===== src/rtl/leg_contact_phase_estimator_macros.svh =====
// ============================================================================
// Leg contact phase estimator assertion macros
// Short forms for the concurrent checks used by the estimator modules.
// ============================================================================
`ifndef LEG_CONTACT_PHASE_ESTIMATOR_MACROS_SVH
`define LEG_CONTACT_PHASE_ESTIMATOR_MACROS_SVH

// The consequent must hold in the same cycle as the antecedent.
`define LCPE_ASSERT_IMP(label, clk, rst_n, ante, cons, msg) \
    label: assert property (@(posedge clk) disable iff (!rst_n) (ante) |-> (cons)) \
        else $error(msg);

// The consequent must hold in the cycle after the antecedent.
`define LCPE_ASSERT_NXT(label, clk, rst_n, ante, cons, msg) \
    label: assert property (@(posedge clk) disable iff (!rst_n) (ante) |=> (cons)) \
        else $error(msg);

`endif


===== src/rtl/lcpe_pkg.sv =====
// ============================================================================
// Leg contact phase estimator package
// Shared constants, codes and controller/datapath interface types.
// ============================================================================
package lcpe_pkg;

    // Number of legs tracked and the width of one velocity component.
    localparam int LEG_COUNT = 4;
    localparam int VEL_BITS  = 16;
    localparam int LEG_IDX_W = (LEG_COUNT > 1) ? $clog2(LEG_COUNT) : 1;

    // Configuration port.
    localparam int CFG_IDX_W  = 3;
    localparam int CFG_DATA_W = 32;

    localparam logic [CFG_IDX_W-1:0] REG_LEN0  = 3'd0;
    localparam logic [CFG_IDX_W-1:0] REG_LEN1  = 3'd1;
    localparam logic [CFG_IDX_W-1:0] REG_LEN2  = 3'd2;
    localparam logic [CFG_IDX_W-1:0] REG_LEN3  = 3'd3;
    localparam logic [CFG_IDX_W-1:0] REG_TD_SQ = 3'd4;
    localparam logic [CFG_IDX_W-1:0] REG_LIFT  = 3'd5;

    // Register reset values.
    localparam logic [15:0] RST_STANCE_LEN = 16'd100;
    localparam logic [31:0] RST_TD_LIMIT   = 32'd5898;
    localparam logic [14:0] RST_LIFT_LIMIT = 15'd179;

    // Item command codes.
    localparam logic [1:0] CMD_SAMPLE = 2'd0;
    localparam logic [1:0] CMD_UPDATE = 2'd1;
    localparam logic [1:0] CMD_REARM  = 2'd2;

    // Progress values in Q1.15.
    localparam logic [15:0] PROG_ZERO = 16'd0;
    localparam logic [15:0] PROG_HALF = 16'd16384;
    localparam logic [15:0] PROG_FULL = 16'd32768;

    // Sequencing lengths.
    localparam int SQ_STEPS  = 3;
    localparam int DIV_STEPS = 15;
    localparam int CNT_W     = 4;

    typedef enum logic [2:0] {
        S_IDLE,
        S_SQ,
        S_UPD,
        S_DIV,
        S_DONE
    } t_state;

    // Commands from the controller to the datapath.
    typedef struct packed {
        logic       load_in;
        logic       sq_en;
        logic [1:0] sq_idx;
        logic       sq_acc;
        logic       update;
        logic       div_step;
        logic       out_load;
    } t_dp_cmd;

    // Status from the datapath to the controller.
    typedef struct packed {
        logic need_div;
    } t_dp_stat;

endpackage


===== src/rtl/lcpe_dp.sv =====
// ============================================================================
// Leg contact phase estimator datapath
// Configuration registers, per-leg contact state, the squared velocity change
// accumulator, the serial progress divider and the result register.
// ============================================================================
module lcpe_dp import lcpe_pkg::*; (
    input  logic                         i_clk,
    input  logic                         i_rst_n,
    input  t_dp_cmd                      i_ctl,
    output t_dp_stat                     o_stat,
    input  logic                         i_cfg_we,
    input  logic [CFG_IDX_W-1:0]         i_cfg_idx,
    input  logic [CFG_DATA_W-1:0]        i_cfg_data,
    input  logic [1:0]                   i_cmd,
    input  logic [1:0]                   i_leg,
    input  logic signed [VEL_BITS-1:0]   i_foot_vx,
    input  logic signed [VEL_BITS-1:0]   i_foot_vy,
    input  logic signed [VEL_BITS-1:0]   i_foot_vz,
    input  logic signed [VEL_BITS-1:0]   i_lift_speed,
    output logic [1:0]                   o_leg_out,
    output logic [15:0]                  o_phase_progress,
    output logic                         o_in_stance,
    output logic                         o_awaiting_takeoff
);

    // Configuration registers.
    logic [15:0] r_stance_len [4];
    logic [31:0] r_td_limit;
    logic [14:0] r_lift_limit;

    // Latched transaction.
    logic [1:0]                 r_cmd;
    logic [1:0]                 r_leg;
    logic [VEL_BITS-1:0]        r_vel [3];
    logic signed [VEL_BITS-1:0] r_lift;

    // Per-leg contact state.
    logic [VEL_BITS-1:0]  r_last_vel [LEG_COUNT][3];
    logic [LEG_COUNT-1:0] r_pending;
    logic [LEG_COUNT-1:0] r_stance;
    logic [15:0]          r_count [LEG_COUNT];
    logic                 r_all_lifted;

    // Touchdown accumulator.
    logic [31:0] r_prod;
    logic [33:0] r_sum;
    logic        r_big;

    // Item result and divider.
    logic [15:0] r_prog;
    logic        r_need_div;
    logic        r_res_stance;
    logic        r_res_pend;
    logic [15:0] r_rem;
    logic [14:0] r_quo;

    // Output payload register.
    logic [1:0]  r_out_leg;
    logic [15:0] r_out_prog;
    logic        r_out_stance;
    logic        r_out_pend;

    logic [LEG_IDX_W-1:0] leg_idx;
    logic                 leg_ok;

    logic signed [VEL_BITS:0] sq_diff;
    logic [VEL_BITS:0]        sq_abs;
    logic [15:0]              sq_lo;
    logic [31:0]              sq_prod;
    logic                     sq_big;

    logic [15:0] dur;
    logic        all_now;
    logic        mode_stance;
    logic        touch;
    logic        lifted;
    logic        cur_pend;
    logic        cur_st;
    logic [15:0] cur_cnt;
    logic [16:0] cnt_inc;
    logic        n_pend;
    logic        n_st;
    logic [15:0] n_cnt;
    logic        n_all;
    logic [15:0] n_prog;
    logic        n_use_div;

    logic [16:0] div_sh;
    logic        div_ge;

    assign leg_idx = LEG_IDX_W'(r_leg);
    assign leg_ok  = (32'(r_leg) < 32'(LEG_COUNT));

    // Configuration writes.
    always_ff @(posedge i_clk) begin
        if (!i_rst_n) begin
            for (int i = 0; i < 4; i++) begin
                r_stance_len[i] <= RST_STANCE_LEN;
            end
            r_td_limit   <= RST_TD_LIMIT;
            r_lift_limit <= RST_LIFT_LIMIT;
        end else if (i_cfg_we) begin
            unique case (i_cfg_idx) inside
                REG_LEN0, REG_LEN1, REG_LEN2, REG_LEN3: begin
                    r_stance_len[i_cfg_idx[1:0]] <= i_cfg_data[15:0];
                end
                REG_TD_SQ: begin
                    r_td_limit <= i_cfg_data[31:0];
                end
                REG_LIFT: begin
                    r_lift_limit <= i_cfg_data[14:0];
                end
                default: begin
                end
            endcase
        end
    end

    // Squared change of one velocity component against the stored sample.
    always_comb begin
        sq_diff = {r_vel[i_ctl.sq_idx][VEL_BITS-1], r_vel[i_ctl.sq_idx]}
                - {r_last_vel[leg_idx][i_ctl.sq_idx][VEL_BITS-1],
                   r_last_vel[leg_idx][i_ctl.sq_idx]};
        sq_abs  = sq_diff[VEL_BITS] ? $unsigned(-sq_diff) : $unsigned(sq_diff);
        sq_big  = (34'(sq_abs) >= 34'd65536);
        sq_lo   = 16'(sq_abs);
        sq_prod = 32'(sq_lo) * 32'(sq_lo);
    end

    // Contact update for the latched leg.
    always_comb begin
        dur         = r_stance_len[r_leg];
        all_now     = ~|r_pending;
        mode_stance = (r_leg == 2'd0 && r_cmd == CMD_UPDATE) ? all_now : r_all_lifted;
        touch       = r_big || (r_sum > 34'(r_td_limit));
        lifted      = r_lift > $signed({1'b0, r_lift_limit});
        cur_pend    = r_pending[leg_idx];
        cur_st      = r_stance[leg_idx];
        cur_cnt     = r_count[leg_idx];
        cnt_inc     = 17'(cur_cnt) + 17'd1;

        n_pend    = cur_pend;
        n_st      = cur_st;
        n_cnt     = cur_cnt;
        n_all     = r_all_lifted;
        n_prog    = PROG_HALF;
        n_use_div = 1'b0;

        if (leg_ok) begin
            unique case (r_cmd)
                CMD_UPDATE: begin
                    if (r_leg == 2'd0) begin
                        n_all = all_now;
                    end
                    if (!mode_stance) begin
                        // Takeoff mode: a pending leg waits for its foot to lift.
                        if (cur_pend) begin
                            if (lifted) begin
                                n_prog = PROG_ZERO;
                                n_pend = 1'b0;
                                n_st   = 1'b0;
                            end
                        end else begin
                            n_prog = PROG_ZERO;
                        end
                    end else begin
                        // Stance mode: flight legs look for touchdown, stance legs count.
                        if (!cur_st) begin
                            if (touch) begin
                                n_st = 1'b1;
                            end
                        end else if (cnt_inc > 17'(dur)) begin
                            n_st  = 1'b0;
                            n_cnt = 16'd0;
                        end else begin
                            n_cnt = cnt_inc[15:0];
                        end
                        if (dur == 16'd0) begin
                            n_prog = PROG_ZERO;
                        end else if (n_cnt >= dur) begin
                            n_prog = PROG_FULL;
                        end else begin
                            n_use_div = 1'b1;
                        end
                    end
                end
                CMD_REARM: begin
                    n_pend = 1'b1;
                    n_all  = 1'b0;
                end
                default: begin
                end
            endcase
        end
    end

    // One restoring division step: remainder stays below the duration.
    always_comb begin
        div_sh = {r_rem, 1'b0};
        div_ge = (div_sh >= 17'(dur));
    end

    // Contact state.
    always_ff @(posedge i_clk) begin
        if (!i_rst_n) begin
            for (int l = 0; l < LEG_COUNT; l++) begin
                for (int c = 0; c < 3; c++) begin
                    r_last_vel[l][c] <= '0;
                end
                r_count[l] <= 16'd0;
            end
            r_pending    <= {LEG_COUNT{1'b1}};
            r_stance     <= '0;
            r_all_lifted <= 1'b0;
            r_need_div   <= 1'b0;
        end else if (i_ctl.update) begin
            if (leg_ok) begin
                r_pending[leg_idx] <= n_pend;
                r_stance[leg_idx]  <= n_st;
                r_count[leg_idx]   <= n_cnt;
                for (int c = 0; c < 3; c++) begin
                    r_last_vel[leg_idx][c] <= r_vel[c];
                end
                r_all_lifted <= n_all;
            end
            r_need_div <= n_use_div;
        end
    end

    // Transaction latch, accumulator, divider and output payload.
    always_ff @(posedge i_clk) begin
        if (i_ctl.load_in) begin
            r_cmd    <= i_cmd;
            r_leg    <= i_leg;
            r_vel[0] <= i_foot_vx;
            r_vel[1] <= i_foot_vy;
            r_vel[2] <= i_foot_vz;
            r_lift   <= i_lift_speed;
            r_sum    <= '0;
            r_big    <= 1'b0;
        end
        if (i_ctl.sq_en) begin
            r_prod <= sq_prod;
            if (sq_big) begin
                r_big <= 1'b1;
            end
        end
        if (i_ctl.sq_acc) begin
            r_sum <= r_sum + 34'(r_prod);
        end
        if (i_ctl.update) begin
            r_prog       <= n_prog;
            r_res_stance <= leg_ok ? n_st : 1'b0;
            r_res_pend   <= leg_ok ? n_pend : 1'b0;
            r_rem        <= n_cnt;
            r_quo        <= '0;
        end
        if (i_ctl.div_step) begin
            r_rem <= div_ge ? 16'(div_sh - 17'(dur)) : div_sh[15:0];
            r_quo <= {r_quo[13:0], div_ge};
        end
        if (i_ctl.out_load) begin
            r_out_leg    <= r_leg;
            r_out_prog   <= r_need_div ? {1'b0, r_quo} : r_prog;
            r_out_stance <= r_res_stance;
            r_out_pend   <= r_res_pend;
        end
    end

    assign o_stat.need_div    = r_need_div;
    assign o_leg_out          = r_out_leg;
    assign o_phase_progress   = r_out_prog;
    assign o_in_stance        = r_out_stance;
    assign o_awaiting_takeoff = r_out_pend;

endmodule


===== src/rtl/lcpe_ctrl.sv =====
// ============================================================================
// Leg contact phase estimator controller
// Sequences accumulation, update, division and result hand-over, and owns
// both handshakes.
// ============================================================================
`include "leg_contact_phase_estimator_macros.svh"

module lcpe_ctrl import lcpe_pkg::*; (
    input  logic     i_clk,
    input  logic     i_rst_n,
    input  logic     i_in_valid,
    output logic     o_in_ready,
    output logic     o_out_valid,
    input  logic     i_out_ready,
    output t_dp_cmd  o_ctl,
    input  t_dp_stat i_stat
);

    t_state           r_state;
    t_state           n_state;
    logic [CNT_W-1:0] r_cnt;
    logic [CNT_W-1:0] n_cnt;
    logic             r_out_valid;

    // State and step counter.
    always_ff @(posedge i_clk) begin
        if (!i_rst_n) begin
            r_state <= S_IDLE;
            r_cnt   <= '0;
        end else begin
            r_state <= n_state;
            r_cnt   <= n_cnt;
        end
    end

    // Result register occupancy.
    always_ff @(posedge i_clk) begin
        if (!i_rst_n) begin
            r_out_valid <= 1'b0;
        end else if (o_ctl.out_load) begin
            r_out_valid <= 1'b1;
        end else if (i_out_ready) begin
            r_out_valid <= 1'b0;
        end
    end

    // Next state and datapath commands.
    always_comb begin
        n_state    = r_state;
        n_cnt      = r_cnt;
        o_ctl      = '0;
        o_in_ready = 1'b0;
        unique case (r_state)
            S_IDLE: begin
                o_in_ready = 1'b1;
                if (i_in_valid) begin
                    o_ctl.load_in = 1'b1;
                    n_cnt         = '0;
                    n_state       = S_SQ;
                end
            end
            S_SQ: begin
                // Products for components 0..2, each registered and summed in the next cycle.
                o_ctl.sq_en  = (r_cnt < CNT_W'(SQ_STEPS));
                o_ctl.sq_idx = r_cnt[1:0];
                o_ctl.sq_acc = (r_cnt != '0);
                if (r_cnt == CNT_W'(SQ_STEPS)) begin
                    n_cnt   = '0;
                    n_state = S_UPD;
                end else begin
                    n_cnt = r_cnt + 1'b1;
                end
            end
            S_UPD: begin
                o_ctl.update = 1'b1;
                n_state      = S_DIV;
            end
            S_DIV: begin
                if (!i_stat.need_div) begin
                    n_state = S_DONE;
                end else begin
                    o_ctl.div_step = 1'b1;
                    if (r_cnt == CNT_W'(DIV_STEPS - 1)) begin
                        n_cnt   = '0;
                        n_state = S_DONE;
                    end else begin
                        n_cnt = r_cnt + 1'b1;
                    end
                end
            end
            S_DONE: begin
                if (!r_out_valid || i_out_ready) begin
                    o_ctl.out_load = 1'b1;
                    n_state        = S_IDLE;
                end
            end
            default: begin
                n_state = S_IDLE;
            end
        endcase
    end

    assign o_out_valid = r_out_valid;

    // Checks.
    `LCPE_ASSERT_IMP(a_load_free, i_clk, i_rst_n, o_ctl.out_load, !r_out_valid || i_out_ready, "result overwritten before it was taken")
    `LCPE_ASSERT_NXT(a_load_shows, i_clk, i_rst_n, o_ctl.out_load, o_out_valid && r_state == S_IDLE, "loaded result not presented")
    `LCPE_ASSERT_NXT(a_accept_seq, i_clk, i_rst_n, i_in_valid && o_in_ready, r_state == S_SQ && r_cnt == '0, "accepted transaction not sequenced")
    `LCPE_ASSERT_IMP(a_div_bound, i_clk, i_rst_n, r_state == S_DIV, r_cnt < CNT_W'(DIV_STEPS), "divider ran past its step count")

endmodule


===== src/rtl/leg_contact_phase_estimator.sv =====
// ============================================================================
// Leg contact phase estimator
// Tracks takeoff, touchdown and stance progress of each leg, one transaction
// per leg per control tick, with a controller and a separate datapath.
// ============================================================================
//
//  Channel   Signals                                    Direction
//  input     i_in_valid / o_in_ready, cmd, leg, vel     in
//  result    o_out_valid / i_out_ready, leg, progress   out
//  config    i_cfg_we, i_cfg_idx, i_cfg_data            in
//
//  A transaction runs from acceptance to a loaded result through the squared
//  velocity change (one shared 16x16 multiplier), the update, the divider
//  state, which passes straight on when no stance progress quotient is
//  needed or else runs the serial restoring divider, and the load of the
//  result register.
//  The next transaction is accepted in the cycle after the result is loaded,
//  even while that result still waits to be taken.
//  A stalled result holds the controller in its final state.
//  Reset is synchronous and active low; no clearing pass is needed.
//
module leg_contact_phase_estimator import lcpe_pkg::*; (
    input  logic                       i_clk,
    input  logic                       i_rst_n,
    input  logic                       i_in_valid,
    output logic                       o_in_ready,
    input  logic [1:0]                 i_cmd,
    input  logic [1:0]                 i_leg,
    input  logic signed [VEL_BITS-1:0] i_foot_vx,
    input  logic signed [VEL_BITS-1:0] i_foot_vy,
    input  logic signed [VEL_BITS-1:0] i_foot_vz,
    input  logic signed [VEL_BITS-1:0] i_lift_speed,
    output logic                       o_out_valid,
    input  logic                       i_out_ready,
    output logic [1:0]                 o_leg_out,
    output logic [15:0]                o_phase_progress,
    output logic                       o_in_stance,
    output logic                       o_awaiting_takeoff,
    input  logic                       i_cfg_we,
    input  logic [CFG_IDX_W-1:0]       i_cfg_idx,
    input  logic [CFG_DATA_W-1:0]      i_cfg_data
);

    t_dp_cmd  ctl;
    t_dp_stat stat;

    // Sequencer and handshakes.
    lcpe_ctrl u_ctrl (
        .i_clk       (i_clk),
        .i_rst_n     (i_rst_n),
        .i_in_valid  (i_in_valid),
        .o_in_ready  (o_in_ready),
        .o_out_valid (o_out_valid),
        .i_out_ready (i_out_ready),
        .o_ctl       (ctl),
        .i_stat      (stat)
    );

    // Registers, contact state and arithmetic.
    lcpe_dp u_dp (
        .i_clk              (i_clk),
        .i_rst_n            (i_rst_n),
        .i_ctl              (ctl),
        .o_stat             (stat),
        .i_cfg_we           (i_cfg_we),
        .i_cfg_idx          (i_cfg_idx),
        .i_cfg_data         (i_cfg_data),
        .i_cmd              (i_cmd),
        .i_leg              (i_leg),
        .i_foot_vx          (i_foot_vx),
        .i_foot_vy          (i_foot_vy),
        .i_foot_vz          (i_foot_vz),
        .i_lift_speed       (i_lift_speed),
        .o_leg_out          (o_leg_out),
        .o_phase_progress   (o_phase_progress),
        .o_in_stance        (o_in_stance),
        .o_awaiting_takeoff (o_awaiting_takeoff)
    );

endmodule

===== config.mk =====
export PLATFORM = sky130hd
export DESIGN_NAME = leg_contact_phase_estimator
export DESIGN_NICKNAME = d
export VERILOG_FILES = /design/src/rtl/lcpe_pkg.sv /design/src/rtl/lcpe_dp.sv /design/src/rtl/lcpe_ctrl.sv /design/src/rtl/leg_contact_phase_estimator.sv
export VERILOG_INCLUDE_DIRS = /design/src /design/src/rtl
export SDC_FILE = /design/constraint.sdc
export NUM_CORES = 2
export LEC_CHECK = 0
export CAP_MARGIN = 20
export CORE_MARGIN = 4
export CORE_UTILIZATION = 40
export CTS_CLUSTER_SIZE = 14
export DETAILED_ROUTE_END_ITERATION = 8
export DONT_BUFFER_PORTS = 1
export SLEW_MARGIN = 20
export SYNTH_ARGS = -nofsm -noshare
export SYNTH_HDL_FRONTEND = slang
export SYNTH_SLANG_ARGS = --single-unit

===== constraint.sdc =====
create_clock -name i_clk -period 35 [get_ports i_clk]
set_clock_uncertainty 0.1 [all_clocks]
set_input_delay 1.75 -clock i_clk [delete_from_list [all_inputs] [get_ports i_clk]]
set_output_delay 1.75 -clock i_clk [all_outputs]
set_load 0.05 [all_outputs]

==> flow_metrics.py <==
metrics = {
    "logic_synthesis": {
        "yosys_warnings": 0,
        "synthCells": 3265,
        "synthArstFlopShare_pct": 0,
        "yosysSeqAreaShare_pct": 45.5,
        "synth.cell_area_mm2": 0.0365,
        "synthFlopType": "edfxtp_1",
        "synth_seq_cells": 576,
        "synthDistinctLibCells": 84,
        "synth_edf_count": 508,
        "syn_nets": 3784,
        "syn_area_per_cell_um2": 11.2,
    },
    "critical_path": {
        "cpPeakStageDelay_ps": 740,
        "crit_fanout": 48,
        "worstPathRequired_ps": 35260,
        "worstSetupEndpointType": "register",
        "timing.rr.end": "u_dp.r_prod[31]",
        "cp.arrival_ps": 11930,
        "cpMostUsedCell": "fa_1",
        "reg2reg_depth": 36,
        "start_kind": "register",
        "crit_type": "register to register",
        "slowest_stage": "buf_4",
        "r2r_setup_slack_ps": 23330,
    },
    "routing": {
        "via_per_inst": 5.40,
        "first_pass_iters": 5,
        "dr.first_iter.drc_count": 1644,
        "ant_nets": 0,
        "drc": 0,
        "vias": 24200,
        "wl_per_cell_um": 20.3,
        "finalWirelength_um": 91100,
    },
    "timing": {
        "fmax_ghz": 0.0857,
        "fin_tns_setup_ps": 0,
        "hold_viol_final": 0,
        "setup_viol": 0,
        "period_share_pct": 33.3,
        "worstMarginPinSlew_ps": 1220,
        "slew_viol_final": 0,
        "rsz0062_at_grt": "no",
        "min_period_ps": 11670,
        "slew_headroom_pct": 17.5,
    },
    "place": {
        "dpl.hpwl_um": 64200,
        "gp_congestion": 0.894,
        "port_buffers": 0,
    },
    "grt": {
        "met2_usage_pct": 32.8,
        "grt_pass1_vias": 24500,
        "grt_pass1_wl_um": 142000,
        "antenna_found_initial": 4,
        "grtUsageMet1_pct": 24.7,
        "grt_use_met3_pct": 3.21,
        "grt_max_degree": 73,
        "grt_busiest_layer": "met2",
        "grt_overflow": 0,
        "grt_usage_pct": 19.1,
    },
    "clocking": {
        "cts_setup_buffers": 0,
        "ctsHoldBuffers": 0,
        "h-tree-depth": 3,
        "path_clk_slew_ps": 60,
        "clk_path_buf_depth": 3,
        "cts_buffers": 66,
        "clock_sinks": 576,
        "cts_tree": "built",
        "cts_resized": 0,
        "root_buffer": "clkbuf_16",
        "clock_latency_ps": 630,
    },
    "job": {
        "cap_viol_max_count": 0,
    },
    "die": {
        "core_area_mm2": 0.0903,
        "start_util_pct": 40.5,
        "io_pins": 130,
        "die_h_um": 310,
        "dieArea_mm2": 0.0962,
        "dieWidth_um": 310,
        "placementRows": 110,
    },
    "outcome": {
        "outcome": "finished, final reports clean",
    },
    "min_path": {
        "hold_class": "register to register",
        "whs_path_depth": 0,
        "hold_end": "u_dp.o_in_stance",
        "worst_hold_startpoint": "u_dp.r_res_stance",
    },
    "final_layout": {
        "drive_gt1_share_pct": 8.48,
        "syn_to_final_growth_pct": 9.95,
        "fin_nets": 3769,
    },
}
## routing by layer
metal  vias up  part of all wire, %
met5         -                0.031
met4         4                  3.0
met3       142                  5.7
met2       699                   49
met1     11900                   42
li1      11400                    -
## worst max-delay path by stage
stage / end / slack, ps / from / depth (start not counted)
floorplan: u_dp.r_prod[31] / 23630 / register / 43
global placement: u_dp.r_prod[31] / 23720 / register / 35
detailed placement: u_dp.r_prod[31] / 23430 / register / 36
CTS: u_dp.r_prod[31] / 23400 / register / 36
global route: u_dp.r_prod[31] / 22650 / register / 36
finish: u_dp.r_prod[31] / 23330 / register / 36
## per-stage QoR
step / util [%] / setup WS, ps / hold WS (ps) / area (µm²) / instances
6_report: 44.5 / 23330 / 332 / 40200 / 4480
5_1_grt: 44.5 / 22650 / 337 / 40200 / 4478
4_1_cts: 44.5 / 23400 / 334 / 40100 / 4477
3_5_place_dp: 42.0 / 23430 / 319 / 37900 / 4357
3_3_place_gp: 42.0 / 23720 / 328 / 37900 / 4357
2_1_floorplan: - / 23630 / 300 / 36500 / 3265
## placed cells by master, fill, tap and decap left out, types with 15 or more instances in the layout
cell | synthesis | layout
nor3_1 | 35 | 32
clkbuf_1 | 94 | 21
a21oi_1 | 125 | 125
mux2i_1 | 24 | 24
o211ai_1 | 24 | 24
nand2b_1 | 22 | 22
dfxtp_1 | 68 | 66
clkbuf_16 | 0 | 67
a211oi_1 | 19 | 19
xor2_1 | 51 | 51
nand4_1 | 23 | 23
and3_1 | 33 | 33
o21ai_0 | 96 | 87
a31oi_1 | 15 | 15
xnor2_1 | 51 | 51
a22oi_1 | 17 | 17
ha_1 | 245 | 245
nand3_1 | 24 | 23
nand2_1 | 318 | 317
inv_1 | 341 | 340
and2_1 | 219 | 219
a21boi_0 | 42 | 42
nor2b_1 | 28 | 28
a221oi_1 | 17 | 17
fa_1 | 166 | 166
mux4_2 | 81 | 81
a21o_1 | 71 | 71
nor2_1 | 292 | 285
o21a_1 | 29 | 29
edfxtp_1 | 508 | 508
buf_4 | 2 | 37
## worst max-delay path, delay by kind of cell (launching register included)
| family | cells | cell delay [ps] |
|---|---|---|
| fa+ha+maj | 9 | 4260 |
| compound gates | 14 | 2800 |
| buf+inv | 5 | 1320 |
| simple gates | 4 | 1020 |
| xor+xnor | 3 | 730 |
| flops | 1 | 670 |
| mux | 1 | 440 |
## sequential cells by signal, indices dropped and copies added (netlist names), 2 cells and up, named ones only
name,count
u_dp.r_td_limit,32
u_dp.r_stance_len,64
u_ctrl.r_cnt,4
u_dp.r_prod,31
u_dp.r_prog,2
u_dp.r_last_vel,192
u_dp.r_count,64
u_dp.r_vel,48
u_dp.r_lift_limit,15
u_dp.r_cmd,2
u_dp.leg_idx,2
u_dp.r_pending,4
u_dp.o_phase_progress,16
u_dp.r_rem,16
u_dp.r_lift,16
u_dp.r_sum,34
u_dp.o_leg_out,2
u_dp.r_stance,4
u_ctrl.r_state,3
u_dp.r_quo,15
## cells in the mapped netlist (6+ instances only)
cell | instances | area, µm²
edfxtp_1 | 508 | 15300
inv_1 | 341 | 1280
nand2_1 | 318 | 1190
nor2_1 | 292 | 1100
ha_1 | 245 | 3070
and2_1 | 219 | 1370
fa_1 | 166 | 3320
a21oi_1 | 125 | 626
o21ai_0 | 96 | 480
clkbuf_1 | 94 | 353
mux4_2 | 81 | 1820
a21o_1 | 71 | 533
dfxtp_1 | 68 | 1360
xnor2_1 | 51 | 447
xor2_1 | 51 | 447
a21boi_0 | 42 | 315
nor3_1 | 35 | 175
and3_1 | 33 | 206
o21a_1 | 29 | 218
nor2b_1 | 28 | 175
mux2i_1 | 24 | 240
nand3_1 | 24 | 120
o211ai_1 | 24 | 180
nand4_1 | 23 | 144
nand2b_1 | 22 | 138
buf_2 | 21 | 105
a211oi_1 | 19 | 143
a221oi_1 | 17 | 149
a22oi_1 | 17 | 128
a31oi_1 | 15 | 93.8
nor4_1 | 13 | 81.3
inv_2 | 12 | 45.0
o21bai_1 | 12 | 90.1
a22o_1 | 11 | 96.3
or2_2 | 9 | 56.3
or3_1 | 7 | 43.8
nor3b_1 | 6 | 45.0
o31ai_1 | 6 | 45.0
## area by class of cell
cell class,count,area (µm²)
Sequential cell,576,16600
Clock inverter,29,433
Clock buffer,91,1800
Tap cell,1176,1470
Timing Repair Buffer,38,293
Multi-Input combinational cell,2214,18200
Antenna cell,2,5.00
Fill cell,8306,50100
Inverter,354,1330
## cell families after synthesis
kind of cell / Yosys count / synth area share (%)
AND/OR/NAND/NOR: 1045 / 13.7
flip-flops: 576 / 45.5
AO/OA/AOI/OAI: 543 / 9.99
buffers and inverters: 475 / 4.99
adder cells (fa/ha/maj): 411 / 17.5
multiplexers: 109 / 5.77
XOR/XNOR: 106 / 2.62
Power is not shown: default switching activity piles up to over one toggle a cycle in this logic, so the estimate is an artifact.
